$ cat src/rtl/box_overlap_pair_force_defines.svh
// Assertion macros for the box-overlap pair force engine.
// Used by the top level only; expects clk and rst_n in scope.
`ifndef BOX_OVERLAP_PAIR_FORCE_DEFINES_SVH
`define BOX_OVERLAP_PAIR_FORCE_DEFINES_SVH

// Same-cycle implication
`define BOPF_ASSERT_IMPL(lbl, ante, cons, msg) \
  lbl: assert property (@(posedge clk) disable iff (!rst_n) (ante) |-> (cons)) \
    else $error(msg);

// Next-cycle implication
`define BOPF_ASSERT_NEXT(lbl, ante, cons, msg) \
  lbl: assert property (@(posedge clk) disable iff (!rst_n) (ante) |=> (cons)) \
    else $error(msg);

`endif

$ cat src/rtl/bopf_ram.sv
// Generic single-write, single-read synchronous RAM with registered read data.
// No dependencies.
module bopf_ram #(
  parameter int WIDTH = 8,
  parameter int DEPTH = 16
) (
  input  logic                     clk,
  input  logic                     we,
  input  logic [$clog2(DEPTH)-1:0] waddr,
  input  logic [WIDTH-1:0]         wdata,
  input  logic [$clog2(DEPTH)-1:0] raddr,
  output logic [WIDTH-1:0]         rdata
);

  logic [WIDTH-1:0] mem [DEPTH];

  always_ff @(posedge clk) begin
    if (we) begin
      mem[waddr] <= wdata;
    end
    rdata <= mem[raddr];
  end

endmodule

$ cat config.mk
export PLATFORM = sky130hd
export DESIGN_NAME = bopf_ram
export DESIGN_NICKNAME = d
export VERILOG_FILES = /design/src/rtl/box_overlap_pair_force_defines.svh /design/src/rtl/bopf_ram.sv
export SDC_FILE = /design/constraint.sdc
export NUM_CORES = 1
export LEC_CHECK = 0
export CAP_MARGIN = 30
export CORE_MARGIN = 2
export CORE_UTILIZATION = 30
export CTS_CLUSTER_DIAMETER = 200
export DETAILED_ROUTE_END_ITERATION = 10
export DONT_BUFFER_PORTS = 1
export GPL_ROUTABILITY_DRIVEN = 0
export PLACE_DENSITY_LB_ADDON = 0.12
export SYNTH_ARGS = -nofsm -noshare
export SYNTH_HDL_FRONTEND = slang
export SYNTH_SLANG_ARGS = --single-unit
$ cat constraint.sdc
create_clock -name clk -period 2.05 [get_ports clk]
set_input_delay 0.1025 -clock clk [delete_from_list [all_inputs] [get_ports clk]]
set_output_delay 0.1025 -clock clk [all_outputs]
set_load 0.01 [all_outputs]
==> summary.md <==
| Metric | Value |
|---|---|
| Max incr delay on CP | 560 ps |
| HPWL after DPL | 6.81 mm |
| Cell Area, Synth | 5150 µm² |
| Slew headroom | 58.6% |
| Total CTS buffers | 17 |
| Seq/Total Area, Yosys | 77.8% |
| Top_reg_cell synth | edfxtp_1 |
| Compound-gate portion of the synthesized area | 2.33% |
| Critical path launch point type | flip-flop |
| Final Hold Fails | 0 |
| Largest net degree at the start of global routing | 33 |
| Cell Pwr Density | 1040 nW/µm² |
| Ys Warns | 0 |
| Setup violations, final | 0 |
| Distinct cells, synth | 19 |
| FF-to-FF path depth | 3 |
| Core Rows | 47 |
| Post-synthesis xor/xnor area fraction | 0% |
| Pwr Total | 0.00636 W |
| Mux share of post-synthesis cell area | 15.0% |
| DRC viols | 0 |
| Vias in the first global route | 2472 |
| Drt first pass iters | 4 |
| DP Worst Slack | 577 ps |
| R2R Path Start | mem[1][2] |
| Adder-cell share of the synthesized area | 0% |
| Synth top cells by count | 128 x edfxtp_1, 18 x mux4_2, 16 x a22oi_1 |
| Top-area cell type share of the netlist area | 74.7% |
| Initial core utilization | 30.8% |
| Setup_tns | 0 ps |
| First-pass GRT wire length | 16.8 mm |
| Max Cap Viol | 0 |
| Post-synth EDFFs | 128 |
| Top-count cell post-synth | edfxtp_1 |
| Ranking of synthesized cells by area | edfxtp_1 75%, mux4_2 7.9%, mux4_1 7.1%, dfxtp_1 3.1%, a22oi_1 2.3% |
| Die Width | 135 µm |
| Routed length per instance | 22.8 µm |
| Buffer depth of the longest clock path | 2 |
| GRT Total Usage | 13.7% |
| Via Count | 2347 |
| Antenna Violating Nets Remaining | 0 |
| Crit path time final | 1430 ps |
| Critical Setup Path Class | flip-flop to flip-flop |
| Final WS setup | 624 ps |
| Iter 0 DRT Violations | 163 |
| Fin crit share | 69.5% |
| Mapped Avg Cell Area | 22.5 µm² |
| Setup crit end | rdata[2] |
| Die Footprint | 18200 µm² |
| Post-Synth Simple-Gate Area | 3.18% |
| Postcts setup bufs | 0 |
| R2R Setup Slk | 620 ps |
| Worst Skew | 3.98 ps |
| # fillers | 1558 |
| Crit path max fanout | 1 |
| Die Height | 135 µm |
| Cell taking the most area after synthesis | edfxtp_1 |
| Mapped Nets | 247 |
| PortBufs | 0 |
| Worst path cell trace | mux4_1 -> a22oi_1 -> nand2_1 |
| IO Pins | 26 |
| RSZ-0062 raised after global routing | no |
| Slew Limit Fails | 0 |
| FMAX | 0.701 GHz |
| Worst setup EP type | flip-flop |
| Critical path data required time | 2340 ps |
| Mapped Cells | 229 |
| Total Wirelength | 11.4 mm |
| Slowest stage cell, crit path | mux4_1 |
| Outcome | complete, no violations |
| CTS root buf | clkbuf_16 |
| LEAKAGE | 2.01 nW |
| Peak VDD IR | 0.000544 V |
| Layout cells sized above 1 | 22.7% |
| Initial antenna violation count | 0 |
| CTS H-tree depth | 4 |
| Latest clock arrival within the worst-skew pair | 410 ps |
| Critical path startpoint | mem[1][2] |
| Reg-to-reg endpoint | rdata[2] |
| Largest family of logic cells by synthesized area | multiplexers |
| Least-Margin Pin Slew | 618 ps |
| Flops & latches, synth | 136 |
| Clk pin slew, worst setup/hold paths | 60 ps |
| Via density | 4.71 |
| Core ar. | 16700 µm² |
| Post-CTS resize count | 0 |
| CTS tree | built |
| Layout area overhead | 19.3% |
| Ant. Diodes | 0 |
| Synth async-reset ratio | 0% |
| Global route overflow | 0 |
| Hold Path Class | input port to flip-flop |
| CP Data Arrival Time | 1720 ps |
| Sink Count | 136 |
| Post-layout net count | 283 |
## report_power, final
| part | internal [W] | total, W | switching, W |
|---|---|---|---|
| combinational | 0.000107 | 0.000230 | 0.000123 |
| sequential | 0.00311 | 0.00314 | 0.0000313 |
| clock | 0.00192 | 0.00299 | 0.00107 |
| total | 0.00514 | 0.00636 | 0.00122 |
## metal layers
metal	track usage [%]	vias up	wire length, µm
met1	18.2	1254	5110
met3	3.79	11	403
li1	-	1044	-
met2	21.3	38	5680
met4	5.21	0	176
met5	0	-	0
## how the worst min path moves through the flow
stage / cells after the start / start / to
2_1_floorplan: 0 / wdata[0] / mem[0][0]
3_3_place_gp: 0 / wdata[3] / mem[11][3]
3_5_place_dp: 0 / wdata[0] / mem[7][0]
4_1_cts: 3 / raddr[1] / rdata[0]
5_1_grt: 3 / raddr[1] / rdata[0]
6_report: 3 / raddr[1] / rdata[0]
## critical path, delay by kind of cell (launching register included)
family	cells	cell delay, ps
AO/OA/AOI/OAI	1	290
flip-flops	1	380
AND/OR/NAND/NOR	1	80
multiplexers	1	560
## area by class of cell
class	count	area [µm²]	share of cell area [%]
well taps	220	275	4.48
multi-input cells	83	1060	17.2
flip-flops and latches	136	4000	65.2
repair buffers	27	225	3.67
clock inverters	11	129	2.10
clock buffers	21	450	7.33
## registers in the layout (all words and copies together), names as in the netlist
register  cells
rdata         8
mem         128
## stage by stage
| stage | hold slack, ps | cell area [µm²] | util, % | cells |
|---|---|---|---|---|
| 3_5_place_dp | 203 | 5470 | 32.8 | 457 |
| 6_report | 6.95 | 6140 | 36.8 | 498 |
| 5_1_grt | 22.7 | 6140 | 36.8 | 498 |
| 2_1_floorplan | 201 | 5150 | - | 229 |
| 4_1_cts | 0.144 | 6140 | 36.8 | 498 |
| 3_3_place_gp | 202 | 5470 | 32.8 | 457 |
## cell families after synthesis
group | count (synthesis)
AND/OR/NAND/NOR | 35
flip-flops | 136
buffers and inverters | 10
multiplexers | 32
AO/OA/AOI/OAI | 16
## cell usage in the layout, fill, tap and decap left out
| cell | n |
|---|---|
| and2_1 | 1 |
| and2b_1 | 1 |
| a22oi_1 | 16 |
| dlygate4sd3_1 | 9 |
| clkbuf_16 | 17 |
| bufinv_16 | 3 |
| nand3b_1 | 2 |
| nand3_1 | 1 |
| edfxtp_1 | 128 |
| mux4_1 | 14 |
| clkinv_1 | 3 |
| nor2b_1 | 1 |
| clkinv_2 | 4 |
| clkbuf_1 | 3 |
| clkinvlp_4 | 1 |
| buf_4 | 18 |
| dfxtp_1 | 8 |
| or3b_2 | 1 |
| nand2b_1 | 2 |
| nand2_1 | 9 |
| clkbuf_8 | 1 |
| nor3_1 | 4 |
| nor2_1 | 13 |
| mux4_2 | 18 |
## timing repair
action | CTS | global route
endpoints found under the hold margin | 134 | 0
setup endpoints to repair | 0 | 0
hold buffers | 9 | 0
No activity file was read; power rests on OpenSTA's default activity.
